## config.mk

```make
export PLATFORM = sky130hd
export DESIGN_NAME = pli_isqrt
export DESIGN_NICKNAME = d
export VERILOG_FILES = /design/src/design/pli_pkg.sv /design/src/design/pli_isqrt.sv
export VERILOG_INCLUDE_DIRS = /design/src /design/src/design
export SDC_FILE = /design/constraint.sdc
export NUM_CORES = 1
export LEC_CHECK = 0
export ABC_AREA = 1
export BUFFER_PORTS_ARGS = -buffer_cell sky130_fd_sc_hd__buf_2
export CELL_PAD_IN_SITES_DETAIL_PLACEMENT = 1
export CELL_PAD_IN_SITES_GLOBAL_PLACEMENT = 1
export CORE_MARGIN = 3
export CORE_UTILIZATION = 45
export DETAILED_ROUTE_END_ITERATION = 16
export GPL_ROUTABILITY_DRIVEN = 0
export PLACE_DENSITY = 0.95
export SYNTH_ARGS = -nofsm -noshare
export SYNTH_HDL_FRONTEND = slang
export SYNTH_SLANG_ARGS = --single-unit
```

## constraint.sdc

```tcl
create_clock -name clk -period 9.45 [get_ports clk]
set_clock_uncertainty 0.2 [all_clocks]
set_input_delay 1.89 -clock clk [delete_from_list [all_inputs] [get_ports clk]]
set_output_delay 1.89 -clock clk [all_outputs]
set_load 0.1 [all_outputs]
```

## src/design/assert_macros.svh

```systemverilog
// Assertion macros shared by the interpolator modules.
`ifndef ASSERT_MACROS_SVH
`define ASSERT_MACROS_SVH

// Check a property at every rising clock edge outside reset.
`define PLI_ASSERT(label, prop, msg) \
  label: assert property (@(posedge clk) disable iff (rst) prop) else $error(msg);

// Check that a condition implies another in the same cycle.
`define PLI_ASSERT_SAME(label, ante, cons, msg) \
  `PLI_ASSERT(label, (ante) |-> (cons), msg)

// Check that a condition implies another in the next cycle.
`define PLI_ASSERT_NEXT(label, ante, cons, msg) \
  `PLI_ASSERT(label, (ante) |=> (cons), msg)

`endif

```

## src/design/pli_pkg.sv

```systemverilog
// Types and constants of the polyline arc length interpolator.
`timescale 1ns / 1ps
package pli_pkg;

  typedef enum logic [1:0] {
    KIND_APPEND = 2'd0,
    KIND_QUERY  = 2'd1,
    KIND_CLEAR  = 2'd2,
    KIND_NONE   = 2'd3
  } kind_t;

  typedef enum logic [1:0] {
    ST_OK       = 2'd0,
    ST_FULL     = 2'd1,
    ST_FALLBACK = 2'd2,
    ST_SAT      = 2'd3
  } status_t;

  typedef struct packed {
    kind_t              kind;
    logic [1:0]         lane;
    logic signed [31:0] point_x;
    logic signed [31:0] point_y;
    logic signed [31:0] point_z;
    logic signed [15:0] heading_x;
    logic signed [15:0] heading_y;
    logic signed [15:0] heading_z;
    logic signed [31:0] query_distance;
  } pli_in_t;

  typedef struct packed {
    logic signed [31:0] out_x;
    logic signed [31:0] out_y;
    logic signed [31:0] out_z;
    logic signed [15:0] out_dir_x;
    logic signed [15:0] out_dir_y;
    logic signed [15:0] out_dir_z;
    logic [31:0]        lane_length;
    logic [6:0]         lane_points;
    status_t            status;
  } pli_out_t;

  // One stored point: position, unit heading and cumulative arc length.
  typedef struct packed {
    logic signed [31:0] x;
    logic signed [31:0] y;
    logic signed [31:0] z;
    logic signed [15:0] hx;
    logic signed [15:0] hy;
    logic signed [15:0] hz;
    logic [31:0]        arc;
  } entry_t;

  typedef enum logic [4:0] {
    S_IDLE, S_DECODE, S_FULL, S_QLEN, S_QSCAN, S_QROW0, S_QDIV,
    S_LMUL, S_LADD, S_NMUL, S_NACC, S_NSQRT, S_NDIV, S_NDIVW, S_NDONE,
    S_APREV, S_AMUL, S_AACC, S_ASQRT, S_ASQW, S_AWR
  } fsm_t;

  localparam int DIV_NUM_W   = 56;
  localparam int DIV_DEN_W   = 32;
  localparam int SQRT_RAD_W  = 64;
  localparam int SQRT_ROOT_W = 32;
  localparam int MUL_W       = 34;
  localparam int FRAC_W      = 24;
  localparam logic signed [15:0] UNIT_ONE = 16'sd16384;
  localparam logic [31:0] LEN_MAX = 32'hFFFF_FFFF;

endpackage

```

## src/design/pli_isqrt.sv

```systemverilog
// Integer square root, one root bit per cycle.
`timescale 1ns / 1ps
`include "assert_macros.svh"
module pli_isqrt (
  input  logic                            clk,
  input  logic                            rst,
  input  logic                            start,
  input  logic [pli_pkg::SQRT_RAD_W-1:0]  rad,
  output logic                            busy,
  output logic                            done,
  output logic [pli_pkg::SQRT_ROOT_W-1:0] root
);
  import pli_pkg::*;

  localparam int CW  = $clog2(SQRT_ROOT_W + 1);
  localparam int REM_W = SQRT_ROOT_W + 1;

  logic [SQRT_RAD_W-1:0] src;
  logic [REM_W-1:0]      rem;
  logic [REM_W+1:0]      rem_t;
  logic [REM_W+1:0]      trial;
  logic                  take;
  logic [CW-1:0]         cnt;

  assign rem_t = {rem, src[SQRT_RAD_W-1 -: 2]};
  assign trial = {1'b0, root, 2'b01};
  assign take  = rem_t >= trial;

  always_ff @(posedge clk) begin
    if (rst) begin
      busy <= 1'b0;
      done <= 1'b0;
      cnt  <= '0;
    end else begin
      done <= 1'b0;
      if (start) begin
        busy <= 1'b1;
        cnt  <= CW'(SQRT_ROOT_W);
      end else if (busy) begin
        cnt <= cnt - CW'(1);
        if (cnt == CW'(1)) begin
          busy <= 1'b0;
          done <= 1'b1;
        end
      end
    end
  end

  always_ff @(posedge clk) begin
    if (start) begin
      src  <= rad;
      rem  <= '0;
      root <= '0;
    end else if (busy) begin
      src  <= {src[SQRT_RAD_W-3:0], 2'b00};
      rem  <= take ? REM_W'(rem_t - trial) : REM_W'(rem_t);
      root <= {root[SQRT_ROOT_W-2:0], take};
    end
  end

  `PLI_ASSERT_SAME(a_sqrt_no_restart, start, !busy, "square root started while busy")

endmodule

```

# Word level (Yosys, flattened, before mapping)
# Index checks and enable logic that the tools add are counted.
[classes]
n_addsub = 2
order_cmp = 1
n_eq_ne = 1
mux = 9
bitwise_logic = 1
reduce_logical = 3
[op_table]
columns = ["operator", "count"]
rows = [
  ["$mux W64", 2],
  ["$ge A35 B34 Y1", 1],
  ["$mux W33", 1],
  ["$sub A33 B33 Y33", 1],
  ["$mux W6", 2],
  ["$eq A6 B1 Y1 const B", 1],
  ["$sub A6 B1 Y6 const B", 1],
  ["$mux W1", 4],
  ["$reduce_or A3 Y1", 1],
  ["$reduce_bool A2 Y1", 1],
  ["$reduce_or A2 Y1", 1],
  ["$not A1 Y1", 1],
]
[word_totals]
ff_bits = 137
in_bits = 67
elab_cells = 24

# Longest topological paths before layout
[logic_depth]
word_depth = 4
ltp_mapped = 18

# Least setup slack after synthesis
# No wires, ideal clock.
[synth_timing]
kind = "in2reg"
from = "in start"
to = "reg src[0] (enable)"
t_arrival_ns = 4.236
required_time_ns = 8.796
path_slack_ns = 4.561
cell_stages = 4
path_buffers = 2
cell_sequence = "clkbuf_1 > nor2_1 > inv_1 > clkbuf_1"
[synth_between]
elab_chain_cells = 1
[synth_rtl]
columns = ["element", "line", "rtl"]
rows = [
  ["start: declaration", "pli_isqrt.sv:7", "input logic start,"],
  ["$reduce_bool A2 Y1 (no line)", "n/a", ""],
  ["end signal: assignment", "pli_isqrt.sv:51", "src <= rad;"],
  ["end signal: assignment", "pli_isqrt.sv:55", "src <= {src[SQRT_RAD_W-3:0], 2'b00};"],
  ["end: declaration", "pli_isqrt.sv:18", "logic [SQRT_RAD_W-1:0] src;"],
]
# Every way passes these cells.
# A chain may end at the register's enable or synchronous reset.

==> metrics <==
status completed; RSZ-0062 raised after global routing no; Post-CTS Setup Bufs 0; Leak between 0.004 and 0.005 uW; pin slew with the least headroom to its limit around 1.2 ns; Layout Nets 1373; WHS Path Cells 2; CTS root buffer clkbuf_16; Reg-to-Reg Start busy$_SDFF_PP0_; sequential share of the synthesized area just over 40%; clk_lat worst skew between 0.4 and 0.5 ns; hold_buf cts 0; DIE WIDTH between 100 and 150 um; pin count of the biggest net entering global routing 96; CTS buffer count 17; drt total wl about 26 mm; worst endpoint required time between 9 and 10 ns; Design Power a little under 4000 uW; first-pass GRT wire length around 43 mm; commonest cells after routing, fill and taps aside nand2_1, inv_1, nor2_1; post-place setup slack roughly 4.7 ns; num ports just over 100; Peak VDD IR slightly above 300 uV; Syn. warnings 0; Die Y approximately 140 um; grt ovf 0; commonest non-fill, non-tap cell in the layout nand2_1; DR iter-0 viols ~360; H-tree levels 4; Hold Fails Final Rpt 0; min Tclk post-route 4.35 ns; Syn Nets ~1300; post-DP HPWL 18.3 mm; Clock Sink Count around 140; crit path launch type input pin; fmax between 200 and 250 MHz; critical path cell sequence buf_2, buf_4, nor2_1, inv_1, a21oi_1, o21ai_1, nand2_1; Synth cell types 40; CTS tree done; Crit Path Category input pin to flop; flops & latches, synth 137; path depth of the worst reg2reg path 7; post-route setup TNS 0 ns; slowest CP cell inv_1; # diodes 0; drt first pass iters 4; CP arrival 4.46 ns; final worst path period share 46.0%; CTS max path bufs 2; PD cells between 400 and 500 mW/mm^2; ANT nets after route 0; Worst path top cell family by delay buffers and inverters; clk slew on worst S/H paths ~0.060 ns; IO buf count 100; CP startpoint start; max incr delay on CP 1.00 ns; DR WL/cell 17.2 um; Gate Count Post-Synth between 1000 and 1500; Worst Hold Class flop to flop; Initial Utilization a little under half; Slew Limit Headroom about 18%; Final setup viols 0; vias roughly 8000; Slew Limit Fails 0; worst hold margin about 0.28 ns; post-synthesis cell area just over 0.008 mm^2; row cnt 48; worst-path fanout max slightly below 90; area delta synth->final 14.5%; core area between 0.015 and 0.02 mm^2; CTS resizes 0; GRT Total Usage 26.7%; CP endpoint kind flop; max cap viols 0; syn_area_per_cell between 6 and 7 um^2; initial antenna violation count 0; Setup WS post-layout 5.10 ns; share of layout cells above drive strength 1 12.3%; vias in the first global route 8676; HP Start rem[28]$_SDFFE_PP0P_; area of the die between 0.015 and 0.02 mm^2; Critical Path Stages 7; Post-route DRC 0; crit path buf inv count 3; drt via density 5.34
[state kept, by name, indices dropped and copies added, names as in the netlist]
| register | cells |
|---|---|
| cnt | 6 |
| busy | 1 |
| root | 32 |
| src | 64 |
| done | 1 |
| rem | 33 |
[cell type report]
cell class	instances	area (um^2)
fill	2346	8190
multi-input combinational	849	3980
sequential	137	3380
inverter	162	609
timing repair buffer	103	523
clock buffer	18	429
tap	225	282
clock inverter	14	136
[through the flow]
| step | utilization, % | cell area, um^2 | instances |
|---|---|---|---|
| finish | 53.3 | 9350 | 1508 |
| global route | 53.3 | 9350 | 1508 |
| CTS | 53.3 | 9350 | 1508 |
| detailed placement | 50.1 | 8780 | 1476 |
| global placement | 50.1 | 8780 | 1476 |
| floorplan | - | 8160 | 1186 |
[worst paths after layout]
check	end	slack, ns
worst max-delay path	rem[2]$_SDFFE_PP0P_	5.10
worst min-delay path	rem[28]$_SDFFE_PP0P_	0.28
worst max register to register	rem[2]$_SDFFE_PP0P_	5.60
worst min register to register	rem[28]$_SDFFE_PP0P_	0.28
[cell families (layout without fill, tap and decap cells)]
logic type,Yosys count,after routing,synth area share [%]
adders and majority gates,36,36,5.52
and+or+nand+nor,700,700,35.2
buffers and inverters,200,297,9.75
DFF,137,137,41.5
xor gates and xnor gates,2,2,0.215
AOI/OAI and AO/OA,111,111,7.86
[Yosys cell counts, drive strengths merged]
cell type,count,area [um^2]
o21bai,6,45.0
inv,162,608
nor2,111,442
and2,3,18.8
nor4,2,12.5
o21a,2,15.0
clkbuf,28,105
dfxtp,73,1460
edfxtp,64,1920
buf,10,82.6
o211ai,2,15.0
a211oi,1,7.51
a21oi,42,210
nand2,486,1860
xor2,2,17.5
a21o,1,7.51
nand3b,8,60.1
a31oi,2,12.5
o22ai,31,194
nand3,64,325
ha,36,450
or3,1,6.26
nor3,8,45.0
o21ai,18,90.1
nand4,14,87.6
a21boi,6,45.1
or2,3,18.8
[worst register-to-register path, cell delays in order (launching register included)]
cell and delay (ns):
dfxtp_1 0.53, buf_4 0.47, inv_1 0.51, nor2_1 0.74, inv_1 0.77, a21oi_1 0.39
o21ai_1 0.11, nand2_1 0.07
[power breakdown]
| part | internal, uW | switching (uW) | leakage (uW) |
|---|---|---|---|
| sequential | 716 | 63.7 | 0.00125 |
| clock | 368 | 292 | 0.000274 |
| combinational | 711 | 1730 | 0.00337 |
| total | 1790 | 2080 | 0.00489 |
[routing by layer]
| layer | track usage [%] | vias to the layer above | part of all wire, % |
|---|---|---|---|
| met5 | 0 | - | 0 |
| met3 | 5.02 | 51 | 4.2 |
| met1 | 31.4 | 3901 | 42 |
| met2 | 48.3 | 183 | 51 |
| met4 | 9.79 | 0 | 2.6 |
| li1 | - | 3920 | - |
No activity file was read; power rests on OpenSTA's default activity.
