[src/design/assert_macros.svh]
// Assertion macros shared by the interpolator modules.
`ifndef ASSERT_MACROS_SVH
`define ASSERT_MACROS_SVH

// Check a property at every rising clock edge outside reset.
`define PLI_ASSERT(label, prop, msg) \
  label: assert property (@(posedge clk) disable iff (rst) prop) else $error(msg);

// Check that a condition implies another in the same cycle.
`define PLI_ASSERT_SAME(label, ante, cons, msg) \
  `PLI_ASSERT(label, (ante) |-> (cons), msg)

// Check that a condition implies another in the next cycle.
`define PLI_ASSERT_NEXT(label, ante, cons, msg) \
  `PLI_ASSERT(label, (ante) |=> (cons), msg)

`endif

[src/design/pli_pkg.sv]
// Types and constants of the polyline arc length interpolator.
`timescale 1ns / 1ps
package pli_pkg;

  typedef enum logic [1:0] {
    KIND_APPEND = 2'd0,
    KIND_QUERY  = 2'd1,
    KIND_CLEAR  = 2'd2,
    KIND_NONE   = 2'd3
  } kind_t;

  typedef enum logic [1:0] {
    ST_OK       = 2'd0,
    ST_FULL     = 2'd1,
    ST_FALLBACK = 2'd2,
    ST_SAT      = 2'd3
  } status_t;

  typedef struct packed {
    kind_t              kind;
    logic [1:0]         lane;
    logic signed [31:0] point_x;
    logic signed [31:0] point_y;
    logic signed [31:0] point_z;
    logic signed [15:0] heading_x;
    logic signed [15:0] heading_y;
    logic signed [15:0] heading_z;
    logic signed [31:0] query_distance;
  } pli_in_t;

  typedef struct packed {
    logic signed [31:0] out_x;
    logic signed [31:0] out_y;
    logic signed [31:0] out_z;
    logic signed [15:0] out_dir_x;
    logic signed [15:0] out_dir_y;
    logic signed [15:0] out_dir_z;
    logic [31:0]        lane_length;
    logic [6:0]         lane_points;
    status_t            status;
  } pli_out_t;

  // One stored point: position, unit heading and cumulative arc length.
  typedef struct packed {
    logic signed [31:0] x;
    logic signed [31:0] y;
    logic signed [31:0] z;
    logic signed [15:0] hx;
    logic signed [15:0] hy;
    logic signed [15:0] hz;
    logic [31:0]        arc;
  } entry_t;

  typedef enum logic [4:0] {
    S_IDLE, S_DECODE, S_FULL, S_QLEN, S_QSCAN, S_QROW0, S_QDIV,
    S_LMUL, S_LADD, S_NMUL, S_NACC, S_NSQRT, S_NDIV, S_NDIVW, S_NDONE,
    S_APREV, S_AMUL, S_AACC, S_ASQRT, S_ASQW, S_AWR
  } fsm_t;

  localparam int DIV_NUM_W   = 56;
  localparam int DIV_DEN_W   = 32;
  localparam int SQRT_RAD_W  = 64;
  localparam int SQRT_ROOT_W = 32;
  localparam int MUL_W       = 34;
  localparam int FRAC_W      = 24;
  localparam logic signed [15:0] UNIT_ONE = 16'sd16384;
  localparam logic [31:0] LEN_MAX = 32'hFFFF_FFFF;

endpackage

[src/design/pli_div.sv]
// Restoring divider, one quotient bit per cycle.
`timescale 1ns / 1ps
`include "assert_macros.svh"
module pli_div (
  input  logic                           clk,
  input  logic                           rst,
  input  logic                           start,
  input  logic [pli_pkg::DIV_NUM_W-1:0]  num,
  input  logic [pli_pkg::DIV_DEN_W-1:0]  den,
  output logic                           busy,
  output logic                           done,
  output logic [pli_pkg::DIV_NUM_W-1:0]  quo
);
  import pli_pkg::*;

  localparam int CW = $clog2(DIV_NUM_W + 1);

  logic [DIV_NUM_W-1:0] dvd;
  logic [DIV_DEN_W-1:0] dvs;
  logic [DIV_DEN_W-1:0] rem;
  logic [DIV_DEN_W:0]   rem_t;
  logic                 take;
  logic [CW-1:0]        cnt;

  assign rem_t = {rem, dvd[DIV_NUM_W-1]};
  assign take  = rem_t >= {1'b0, dvs};
  assign quo   = dvd;

  always_ff @(posedge clk) begin
    if (rst) begin
      busy <= 1'b0;
      done <= 1'b0;
      cnt  <= '0;
    end else begin
      done <= 1'b0;
      if (start) begin
        busy <= 1'b1;
        cnt  <= CW'(DIV_NUM_W);
      end else if (busy) begin
        cnt <= cnt - CW'(1);
        if (cnt == CW'(1)) begin
          busy <= 1'b0;
          done <= 1'b1;
        end
      end
    end
  end

  always_ff @(posedge clk) begin
    if (start) begin
      dvd <= num;
      dvs <= den;
      rem <= '0;
    end else if (busy) begin
      rem <= take ? DIV_DEN_W'(rem_t - {1'b0, dvs}) : DIV_DEN_W'(rem_t);
      dvd <= {dvd[DIV_NUM_W-2:0], take};
    end
  end

  `PLI_ASSERT_SAME(a_div_no_restart, start, !busy, "divider started while busy")

endmodule

[config.mk]
export PLATFORM = sky130hd
export DESIGN_NAME = pli_div
export DESIGN_NICKNAME = d
export VERILOG_FILES = /design/src/design/pli_pkg.sv /design/src/design/pli_div.sv
export VERILOG_INCLUDE_DIRS = /design/src /design/src/design
export SDC_FILE = /design/constraint.sdc
export NUM_CORES = 1
export LEC_CHECK = 0
export BUFFER_PORTS_ARGS = -buffer_cell sky130_fd_sc_hd__buf_2
export CAP_MARGIN = 20
export CELL_PAD_IN_SITES_DETAIL_PLACEMENT = 0
export CELL_PAD_IN_SITES_GLOBAL_PLACEMENT = 1
export CORE_MARGIN = 5
export CORE_UTILIZATION = 47
export DETAILED_ROUTE_END_ITERATION = 7
export GPL_ROUTABILITY_DRIVEN = 0
export PLACE_DENSITY_LB_ADDON = 0.1
export SYNTH_ARGS = -nofsm -noshare
export SYNTH_HDL_FRONTEND = slang
export SYNTH_SLANG_ARGS = --single-unit
[constraint.sdc]
create_clock -name clk -period 6.1 [get_ports clk]
set_input_delay 0.305 -clock clk [delete_from_list [all_inputs] [get_ports clk]]
set_output_delay 0.305 -clock clk [all_outputs]
set_load 0.02 [all_outputs]
* Yosys cells after proc, flatten, opt, wreduce, memory -nomap -nowiden
Index checks and enable logic that the tools add are counted.
** Word-level totals
- Register bits after elaboration :: 128
- Bits of input ports :: 91
- Output and inout bits :: 58
** Operators by class
- Add/sub/neg operators :: 2
- $lt $le $gt $ge :: 1
- Equality and inequality tests :: 1
- Muxes and demuxes :: 9
- Bitwise operators :: 1
- Reductions and logical operators :: 3
** Operators by type and width (number)
- 56-bit two-way mux :: 2
- 33-bit by 32-bit greater-or-equal comparator with 1-bit output :: 1
- 32-bit two-way mux :: 1
- 32-bit subtractor :: 1
- 6-bit two-way mux :: 2
- 6-bit by 1-bit equality test with 1-bit output, second input constant :: 1
- 6-bit by 1-bit subtractor with 6-bit output, second input constant :: 1
- 1-bit two-way mux :: 4
- 3-bit OR reduction :: 1
- 2-bit nonzero test :: 1
- 2-bit OR reduction :: 1
- 1-bit NOT :: 1

* Logic depth before layout (Yosys ltp)
Gate-level depths: netlist (run 1).
- Depth after elaboration :: 4
- Gate-level depth with buffers :: 13
- Gate-level depth less buffers :: 11

* Worst setup path before layout (run 1)
OpenSTA, ideal clock, no wires.
- Kind :: register to register
- Start point :: register dvd[55] (netlist: quo[55])
- End point :: register rem[30]
- Setup time :: 0.136 ns
- Arrival :: 2.523 ns
- Required time :: 5.964 ns
- Path slack :: 3.441 ns
- Cell stages (with the launch flop) :: 12
- Buffers on the path :: 0
- Period minus slack after synthesis :: 2.659 ns
- Path through :: edfxtp_1 -> inv_1 -> ha_1 -> fa_1 -> nor2b_1 -> o2111ai_1 -> nand3_1 -> a21oi_2 -> o31ai_1 -> o211ai_1 -> a211oi_1 -> o221ai_1
** On the way
- Word-level cells in the longest chain between the ends :: 2
- Elaborated cells on any way between the ends :: 3
- Those cells by class :: 1 x add/sub; 1 x order compare; 1 x mux
** Ends and longest elaborated chain
- start: declaration :: RTL line pli_div.sv:18 : logic [DIV_NUM_W-1:0] dvd;
- start signal: assignment :: RTL line pli_div.sv:51 : dvd <= num;
- start signal: assignment :: RTL line pli_div.sv:56 : dvd <= {dvd[DIV_NUM_W-2:0], take};
- 32-bit subtractor / 33-bit by 32-bit greater-or-equal comparator with 1-bit output (equally long branches) :: RTL line pli_div.sv:55, pli_div.sv:26
- 32-bit two-way mux (*) :: RTL line pli_div.sv:55 : rem <= take ? DIV_DEN_W'(rem_t - {1'b0, dvs}) : DIV_DEN_W'(rem_t);
- end signal: assignment :: RTL line pli_div.sv:55
- end: declaration :: RTL line pli_div.sv:20 : logic [DIV_DEN_W-1:0] rem;
Mark *: on every way between the ends. The rest lies on a longest branch, timed or not.
A chain may end at the register's enable or synchronous reset.

* Worst setup path in the final report (run 1)
- Start point :: register dvs[1]
- End point :: register dvd[0] (netlist: quo[0]), data pin
** On the way
- Word-level cells in the longest chain between the ends :: 3
** Ends and longest elaborated chain
- start: declaration :: RTL line pli_div.sv:19 : logic [DIV_DEN_W-1:0] dvs;
- start signal: assignment :: RTL line pli_div.sv:52 : dvs <= den;
- 33-bit by 32-bit greater-or-equal comparator with 1-bit output :: RTL line pli_div.sv:26 : assign take = rem_t >= {1'b0, dvs};
- 56-bit two-way mux :: RTL line pli_div.sv:54 : end else if (busy) begin
- 56-bit two-way mux :: RTL line pli_div.sv:50 : if (start) begin
No other way between the ends. The select of a mux whose other input is x is not followed.

==> key figures, run 1 <==
Timing
  – RSZ-0062 raised after global routing: no
  – Max_slew headroom: 0.3553
  – Final setup vio count: 0
  – Final period demand of the worst path: 3.111 ns
  – Final Hold Viols: 0
  – Final Worst Setup Slack: 2.989 ns
  – Fin crit share: 0.5100
  – Worst slew pin tran: 0.9671 ns
  – Max Freq: 321.4 MHz
  – Layout Skew: 0.01016 ns
  – Fin Setup TNS: 0 ns
  – Final slew viol count: 0

Routing
  – Initial drt markers: 361
  – Total wire length: 17,710 um
  – TritonRoute pass-1 iters: 5
  – Via/cell ratio: 5.614
  – Routed len/inst: 17.59 um
  – Antenna Nets Post-Route: 0
  – Residual DRC: 0
  – DR vias: 5,653

Pwr
  – Clk pwr share: 0.406
  – P per Cell Area: 316.1 nW/um^2
  – Leakage power: 3.660 nW
  – Gate power share: 0.208
  – P_sw: 0.7767 mW
  – Flop pwr share: 0.387
  – Internal power: 1.977 mW
  – Sw frac: 0.2821
  – Peak supply drop: 0.2869 mV

Final layout
  – ANT cells: 0
  – Ratio of cells with drive above 1 in the final layout: 0.3321
  – Final core utilization: 0.5731
  – Most frequent cells in the layout: 147 x buf_2, 88 x edfxtp_1, 59 x nand2_1, 56 x mux2_2, 47 x inv_1
  – Nets@finish: 932
  – Area grow syn2layout: 19.60%
  – Most common cell after layout, fill and taps aside: buf_2

Logic synthesis
  – Gate Count Post-Synth: 666
  – Synth Area in Simple Gates: 0.1352
  – Yosys warnings: 0
  – Largest family of logic cells by synthesized area: compound AO/OA/AOI/OAI gates
  – Asr flop ratio synth: 0
  – Synth Area in Adders: 0.06115
  – Post-synth EDFFs: 88
  – Compound-Gate Fraction of Synth Area: 0.1527
  – Mux cell area share after synthesis: 0.09138
  – Syn_area_per_cell: 10.94 sq um
  – Post-synth net total: 792
  – Sequential share of the synthesized area: 0.4727
  – Yosys cell types: 82
  – Xor and xnor fraction of the mapped netlist area: 0.03126
  – Cell area after synthesis: 7284 sq um
  – Main synth FF type: edfxtp_1
  – Seq cells post-synth: 128

Critical path
  – WP data required: 6.26 ns
  – Crit path arrival time: 3.28 ns
  – Reg2Reg Depth: 9
  – Worst setup SP type: register
  – WS Path Type: reg -> reg
  – Crit Path Max Fanout: 27
  – CP endpoint kind: register

Die
  – Die X: 134.5 um
  – Die area: 18,090 sq um
  – Chip Height: 134.5 um
  – Core ar.: 15,200 sq um
  – Rows: 45
  – Ports: 149
  – Initial core utilization: 0.4792

Status
  – Status: finished clean

Min path
  – Hold Path Class: in -> reg
  – Worst hold stages: 1

CTS
  – H-tree depth: 4
  – CTS tree: built
  – Worst skew pair latency: 0.41 ns
  – CTS Root Cell: clkbuf_16
  – Cts repair resizes: 0
  – Deepest clock path buffer count: 2
  – Clock Sinks: 128
  – Clock-pin slew on the worst setup and hold paths: 0.06 ns
  – Number of setup buffers added after CTS: 0
  – Post-cts hold buffer count: 0
  – Number of CTS-inserted buffers: 17

Run
  – Number of max-cap violations: 0

Global routing
  – Remaining Overflow, GRT: 0
  – First-pass GRT wire length: 29,040 um
  – Largest net degree at the start of global routing: 80
  – Initial antenna violation count: 1
  – Vias in the first global route: 5,734
  – Total track usage: 0.1996

Placed design
  – Pre-CTS WS: 2.972 ns
  – PortBufs: 148
  – Detail Placement HPWL: 12,590 um
worst paths after layout:
path | startpoint | end | slack (ns)
setup reg to reg | dvs[1]$_DFFE_PP_ | quo[0]$_DFFE_PP_ | 2.99
hold / removal | den[4] | dvs[4]$_DFFE_PP_ | 0.06
hold reg to reg | rem[8]$_SDFFE_PP0P_ | rem[9]$_SDFFE_PP0P_ | 0.49
setup / recovery | dvs[1]$_DFFE_PP_ | quo[0]$_DFFE_PP_ | 2.99
routing by layer:
| metal | share of wire | wire length, um | global-route usage |
|---|---|---|---|
| met2 | 0.46 | 8199 | 0.3218 |
| met3 | 0.079 | 1405 | 0.07452 |
| met4 | 0.014 | 244 | 0.05486 |
| met5 | 0.00040 | 7 | 0 |
| met1 | 0.44 | 7856 | 0.2535 |
cell families after synthesis:
group | Yosys count
xor gates and xnor gates | 26
muxes | 59
buffers and inverters | 79
AOI/OAI and AO/OA | 149
DFF | 128
and+or+nand+nor | 190
adders and majority gates | 35
through the flow:
step                      instance area [sq um]  hold WS (ns)  total power [mW]  cells
after floorplan                            7284        0.4039             1.507    666
final                                      8712       0.06316             2.754   1007
after detailed placement                   8069        0.4831             1.654    975
after CTS                                  8712       0.04579             2.778   1007
after global placement                     8069        0.4813             1.647    975
after global routing                       8712       0.04100             2.888   1007
critical path, stage by stage (launching register included):
cell and delay (ns):
edfxtp_1 0.38, inv_1 0.06, ha_1 0.31, and2b_1 0.18, o2111ai_1 0.36, a21o_1 0.23
a21boi_2 0.09, o211ai_2 0.22, nand3_2 0.53, mux2_2 0.50
synthesized netlist by cell type (4+ instances only):
cell       count  area (sq um)
ha_1          34         425.4
inv_1         48         180.2
or2_2          5         31.28
a31oi_1        6         37.54
o2111ai_1      4         35.03
nor2_1        37         138.9
a21o_1        12         90.09
a21oi_1       29         145.1
nand4_1        9         56.30
mux2_2        56         630.6
nor4b_1        4         35.03
nand3_1       23         115.1
xnor2_1       11         96.34
xor2_1        15         131.4
and3_1         6         37.54
a311oi_1      15         131.4
nand3b_1       4         30.03
o21ai_0       19         95.09
nor3b_1        5         37.54
a211oi_1       7         52.55
o31ai_1        6         45.04
nor3_1        11         55.05
dfxtp_1       40         800.8
clkbuf_1      15         56.30
edfxtp_1      88          2643
buf_2          4         20.02
o21a_1         5         37.54
nand2_1       59         221.5
state kept, by name (all words and copies together), names as in the netlist:
name / cells
cnt: 6
quo: 56
busy: 1
done: 1
rem: 32
dvs: 32
area by class of cell:
| class | instances | area, sq um |
|---|---|---|
| timing repair buffer | 152 | 773.2 |
| clock inverter | 13 | 210.2 |
| tap | 188 | 235.2 |
| sequential | 128 | 3445 |
| inverter | 48 | 180.2 |
| fill | 1306 | 6490 |
| multi-input combinational | 459 | 3436 |
| clock buffer | 19 | 432.9 |
power by group through the flow:
stage                     sequential (mW)  clock [mW]  combinational (mW)
after floorplan                      1.12           0               0.382
after global placement               1.08           0               0.568
after detailed placement             1.08           0               0.573
after CTS                            1.07        1.14               0.575
after global routing                 1.07        1.18               0.633
final                                1.06        1.12               0.572
Power figures use the tool's default switching activity.
==> run 2: changes to the inputs <==
Settings changed: ABC_AREA set to 1, CORE_UTILIZATION 47 to 40.
Clock period 6.1 ns to 3.2 ns, I/O delays scaled along.
==> key figures, run 2 <==
Critical path
  – R2r setup slk: 0.72 ns
  – WS Path Type: reg -> reg
  – Worst setup SP type: register
  – Crit path arrival time: 2.79 ns
  – CP endpoint kind: register
  – Crit Path Max Fanout: 32
  – Reg2Reg Depth: 13
  – Crit path from: dvs[7]$_DFFE_PP_
  – Reg2Reg Capture Point: rem[30]$_SDFFE_PP0P_
  – WP data required: 3.51 ns
  – Reg2reg start: dvs[7]$_DFFE_PP_

CTS
  – CTS Root Cell: clkbuf_16
  – Number of CTS-inserted buffers: 17
  – Clock Sinks: 128
  – Clock-pin slew on the worst setup and hold paths: 0.06 ns
  – Worst skew pair latency: 0.43 ns
  – Deepest clock path buffer count: 2
  – CTS tree: built
  – H-tree depth: 4

Routing
  – DR vias: 7,103
  – Via/cell ratio: 4.524
  – Residual DRC: 0
  – Antenna Nets Post-Route: 0
  – TritonRoute pass-1 iters: 5
  – Routed len/inst: 13.89 um
  – Initial drt markers: 364
  – Total wire length: 21,810 um

Timing
  – Fin Setup TNS: 0 ns
  – Hold_ws: 0.003265 ns
  – Final period demand of the worst path: 2.479 ns
  – Max_slew headroom: 0.5856
  – Final setup vio count: 0
  – RSZ-0062 raised after global routing: no
  – Final slew viol count: 0
  – Worst slew pin tran: 0.6216 ns
  – Max Freq: 403.3 MHz
  – Layout Skew: 0.01196 ns
  – Fin crit share: 0.7748
  – Final Hold Viols: 0

Global routing
  – Remaining Overflow, GRT: 0
  – First-pass GRT wire length: 36,340 um
  – Total track usage: 0.2044
  – Largest net degree at the start of global routing: 74
  – Initial antenna violation count: 0
  – Vias in the first global route: 7,308

Final layout
  – Fillers: 1,997
  – Nets@finish: 1,418
  – Ratio of cells with drive above 1 in the final layout: 0.1594
  – Most common cell after layout, fill and taps aside: nand2_1
  – Most frequent cells in the layout: 468 x nand2_1, 170 x inv_1, 147 x buf_2, 88 x edfxtp_1, 77 x nand3_1
  – Area grow syn2layout: 29.39%
  – Max FFs per register: 56
  – ANT cells: 0

Placed design
  – PortBufs: 148
  – Detail Placement HPWL: 15,780 um

Logic synthesis
  – Asr flop ratio synth: 0
  – Count leader, synth: nand2_1
  – Commonest cells in the netlist: 468 x nand2_1, 171 x inv_1, 88 x edfxtp_1
  – Top area cells in the synthesized netlist: edfxtp_1 34%, nand2_1 23%, dfxtp_1 10%
  – Synth Area in Simple Gates: 0.3388
  – Sequential share of the synthesized area: 0.4444
  – Post-synth net total: 1,199
  – Synth Area in Adders: 0.05749
  – Cell area after synthesis: 7747 sq um
  – Compound-Gate Fraction of Synth Area: 0.03989
  – Xor and xnor fraction of the mapped netlist area: 0.01583
  – Gate Count Post-Synth: 1,073
  – Yosys cell types: 33
  – Post-synth EDFFs: 88
  – Main synth FF type: edfxtp_1
  – Syn_area_per_cell: 7.220 sq um
  – Mux cell area share after synthesis: 0
  – Largest family of logic cells by synthesized area: simple AND/OR/NAND/NOR gates
  – Seq cells post-synth: 128
  – Share of the synthesized area in the top cell type: 0.3411
  – Largest area contributor in the netlist: edfxtp_1
  – Yosys warnings: 0

Min path
  – Hold Path Class: in -> reg
  – Hold endpoint: quo[53]$_DFFE_PP_
  – Worst hold stages: 3
  – Hold_sp: num[53]

Die
  – Core ar.: 19,270 sq um
  – Ports: 149
  – Rows: 51
  – Chip Height: 149.2 um
  – Die area: 22,250 sq um
  – Die X: 149.2 um
  – Initial core utilization: 0.4020

Pwr
  – P per Cell Area: 451.9 nW/um^2
  – Leakage power: 5.293 nW
  – Peak supply drop: 0.3471 mV

Status
  – Status: finished clean

Run
  – Number of max-cap violations: 0
[run 2: cell types whose count changed in the layout (fill, tap and decap cells not counted), moves of 14 or more]
| cell | before | now |
|---|---|---|
| nand3_1 | 23 | 77 |
| dlygate4sd3_1 | 0 | 70 |
| a311oi_1 | 15 | 0 |
| inv_1 | 47 | 170 |
| xor2_1 | 15 | 1 |
| mux2_2 | 56 | 0 |
| nand2_1 | 59 | 468 |
| nand3b_1 | 4 | 21 |
[run 2: cell families (layout without fill, tap and decap cells)]
kind of cell    count (synthesis)  in the layout
simple gates                  636            636
buf+inv                       204            436
flops                         128            128
xor+xnor                       14             14
fa+ha+maj                      35             35
compound gates                 56             56
[run 2: what timing repair did]
action	in CTS	in global routing
hold endpoints to repair	71	0
hold buffers	70	0
gates resized for setup	0	0
setup buffers	0	0
[run 2: per-layer routing]
layer	vias up	share of wire	GRT usage
met5	-	0	0
met4	0	0.012	0.04851
met3	15	0.066	0.06867
met2	182	0.44	0.3317
met1	3135	0.48	0.2647
li1	3771	-	-
[run 2: report_power, final]
group          switching [mW]  internal [mW]  leakage (nW)
registers              0.0545           1.91          1.21
logic                   0.412          0.258          3.81
clock network           0.815           1.08         0.269
total                    1.28           3.25          5.29
[run 2: worst max-delay path, stage by stage (launching register included)]
cell and delay, ns:
edfxtp_1 0.32, inv_1 0.04, ha_1 0.37, nand2_1 0.14
nor2_1 0.23, nand3_1 0.12, nand3_2 0.14, nand2_2 0.07
nand2_2 0.09, nand2_4 0.17, nand2_4 0.39, nand3_1 0.15
nand2_1 0.09, nand2_1 0.05
[run 2: final cells by class]
class | count | area (sq um) | area share
Timing Repair Buffer | 226 | 1516 | 0.1513
Tap cell | 265 | 331.6 | 0.03308
Clock inverter | 14 | 131.4 | 0.01311
Inverter | 178 | 668.1 | 0.06665
Sequential cell | 128 | 3443 | 0.3435
Clock buffer | 18 | 429.2 | 0.04281
Multi-Input combinational cell | 741 | 3505 | 0.3496
[run 2: worst max-delay path by stage]
stage	endpoint	slack (ns)	cells after the start
floorplan	quo[0]$_DFFE_PP_	0.11	3
global placement	rem[30]$_SDFFE_PP0P_	0.75	13
detailed placement	rem[30]$_SDFFE_PP0P_	0.72	13
CTS	rem[30]$_SDFFE_PP0P_	0.70	13
global route	rem[0]$_SDFFE_PP0P_	0.47	13
finish	rem[30]$_SDFFE_PP0P_	0.72	13
[run 2: metrics by stage]
step	worst slack [ns]	utilization	cells	cell area (sq um)	total power, mW
global placement	0.7492	0.4547	1468	8763	2.608
CTS	0.7044	0.5202	1570	10020	4.577
global route	0.4682	0.5202	1570	10020	4.749
floorplan	0.1069	-	1073	7747	2.370
detailed placement	0.7211	0.4547	1468	8763	2.605
finish	0.7207	0.5202	1570	10020	4.530
==> run 3: changes to the inputs <==
Settings changed: ABC_AREA 1 to 0, CORE_UTILIZATION 40 to 43.
Clock period 3.2 ns to 2.5 ns, I/O delays scaled along.
==> key figures, run 3 (synthesized netlist as in run 1, its figures left out) <==
Critical path
  – WP data required: 2.81 ns
  – WS Path Type: reg -> reg
  – CP endpoint kind: register
  – Crit Path Max Fanout: 6
  – Worst setup SP type: register
  – Crit path arrival time: 2.85 ns
  – R2r setup slk: -0.04 ns

CTS
  – CTS tree: built
  – CTS Root Cell: clkbuf_16
  – Worst skew pair latency: 0.43 ns
  – Clock Sinks: 128
  – Number of CTS-inserted buffers: 17
  – Clock-pin slew on the worst setup and hold paths: 0.06 ns
  – Deepest clock path buffer count: 2
  – H-tree depth: 4

Global routing
  – Remaining Overflow, GRT: 0
  – First-pass GRT wire length: 32,650 um
  – Total track usage: 0.2037
  – Largest net degree at the start of global routing: 45
  – Initial antenna violation count: 0
  – Vias in the first global route: 6,611

Placed design
  – Detail Placement HPWL: 14,020 um
  – PortBufs: 148
  – Pre-CTS WS: -0.1077 ns
  – Placed cell count: 1,074

Final layout
  – Most common cell after layout, fill and taps aside: buf_2
  – Area grow syn2layout: 47.15%
  – Most frequent cells in the layout: 147 x buf_2, 88 x edfxtp_1, 80 x dlygate4sd3_1, 79 x buf_4, 55 x mux2_2
  – ANT cells: 0
  – Nets@finish: 1,096
  – Fin cells: 1,203
  – Max FFs per register: 56
  – Final core utilization: 0.6464
  – Ratio of cells with drive above 1 in the final layout: 0.4374

Timing
  – Final period demand of the worst path: 2.543 ns
  – Fin crit share: 1.017
  – Worst slew pin tran: 1.058 ns
  – Fin Setup TNS: -0.2143 ns
  – RSZ-0062 raised after global routing: yes
  – Final slew viol count: 0
  – Max_slew headroom: 0.2917
  – Final setup vio count: 9
  – Layout Skew: 0.01304 ns
  – Final Worst Setup Slack: -0.04272 ns
  – Max Freq: 393.3 MHz
  – Final Hold Viols: 0

Routing
  – TritonRoute pass-1 iters: 5
  – Residual DRC: 0
  – DR vias: 6,396
  – Initial drt markers: 369
  – Routed len/inst: 16.95 um
  – Antenna Nets Post-Route: 0
  – Via/cell ratio: 5.317
  – Total wire length: 20,390 um

Pwr
  – Leakage power: 4.444 nW
  – Tot Pwr: 7.061 mW
  – Peak supply drop: 0.5086 mV
  – P per Cell Area: 658.7 nW/um^2

Die
  – Core ar.: 16,580 sq um
  – Die area: 19,640 sq um
  – Rows: 47
  – Initial core utilization: 0.4393
  – Ports: 149
  – Chip Height: 140.2 um
  – Die X: 140.2 um

Status
  – Violated checks: setup timing
  – Status: complete, but fails checks

Min path
  – Hold Path Class: in -> reg

Run
  – Number of max-cap violations: 0
run 3: cell types whose count changed in the layout (fill, tap and decap cells not counted), moves of 13 or more:
cell / change
buf_4: +71
ha_4: +17
nand2_1: -414
ha_1: -19
xor2_1: +13
nand3_1: -61
mux2_2: +55
inv_1: -134
nand3b_1: -17
run 3: final timing paths:
kind / startpoint / end / cells past startpoint
max: dvs[11]$_DFFE_PP_ / rem[15]$_SDFFE_PP0P_ / 11
min: num[36] / quo[36]$_DFFE_PP_ / 2
max reg2reg: dvs[11]$_DFFE_PP_ / rem[15]$_SDFFE_PP0P_ / 11
min reg2reg: rem[16]$_SDFFE_PP0P_ / rem[17]$_SDFFE_PP0P_ / 2
run 3: cell type report:
| type | count | area, sq um |
|---|---|---|
| clock buffer | 17 | 425.4 |
| tap | 220 | 275.3 |
| sequential | 128 | 3445 |
| clock inverter | 15 | 160.2 |
| inverter | 48 | 180.2 |
| fill | 1338 | 5864 |
| timing repair buffer | 316 | 2286 |
| multi-input combinational | 459 | 3948 |
run 3: what timing repair did:
action                                  4_1_cts  5_1_grt
pin swaps                                    16       32
gates resized for setup                      30       65
endpoints found under the hold margin        86        1
setup buffers                                 7        9
gates cloned                                  0        1
endpoints found under the setup margin       32       33
hold buffers                                 79        1
run 3: per-layer routing:
| metal | share of wire | GRT usage | vias to the layer above |
|---|---|---|---|
| met1 | 0.44 | 0.2551 | 3086 |
| met4 | 0.013 | 0.05048 | 0 |
| li1 | - | - | 3107 |
| met3 | 0.057 | 0.06135 | 20 |
| met2 | 0.49 | 0.3453 | 183 |
| met5 | 0 | 0 | - |
run 3: worst max-delay path, stage by stage, from the launching register on:
cell	delay (ns)
edfxtp_1	0.37
inv_2	0.08
ha_4	0.21
and4_4	0.20
and4bb_1	0.21
a41oi_2	0.19
nand3_2	0.09
a22oi_2	0.24
buf_4	0.17
nand3_4	0.15
buf_12	0.20
a221o_1	0.31
run 3: stage by stage:
step / instance area [sq um] / hold slack (ns)
floorplan: 7301 / 0.2239
global placement: 8653 / 0.3009
detailed placement: 8653 / 0.3031
CTS: 10280 / 0.0006466
global route: 10720 / 0.002445
finish: 10720 / 0.01481
run 3: power by group:
part | switching (mW) | total, mW | leakage (nW) | internal (mW)
sequential | 0.118 | 2.61 | 1.21 | 2.49
clock | 0.997 | 2.47 | 0.276 | 1.48
combinational | 1.02 | 1.98 | 2.96 | 0.953
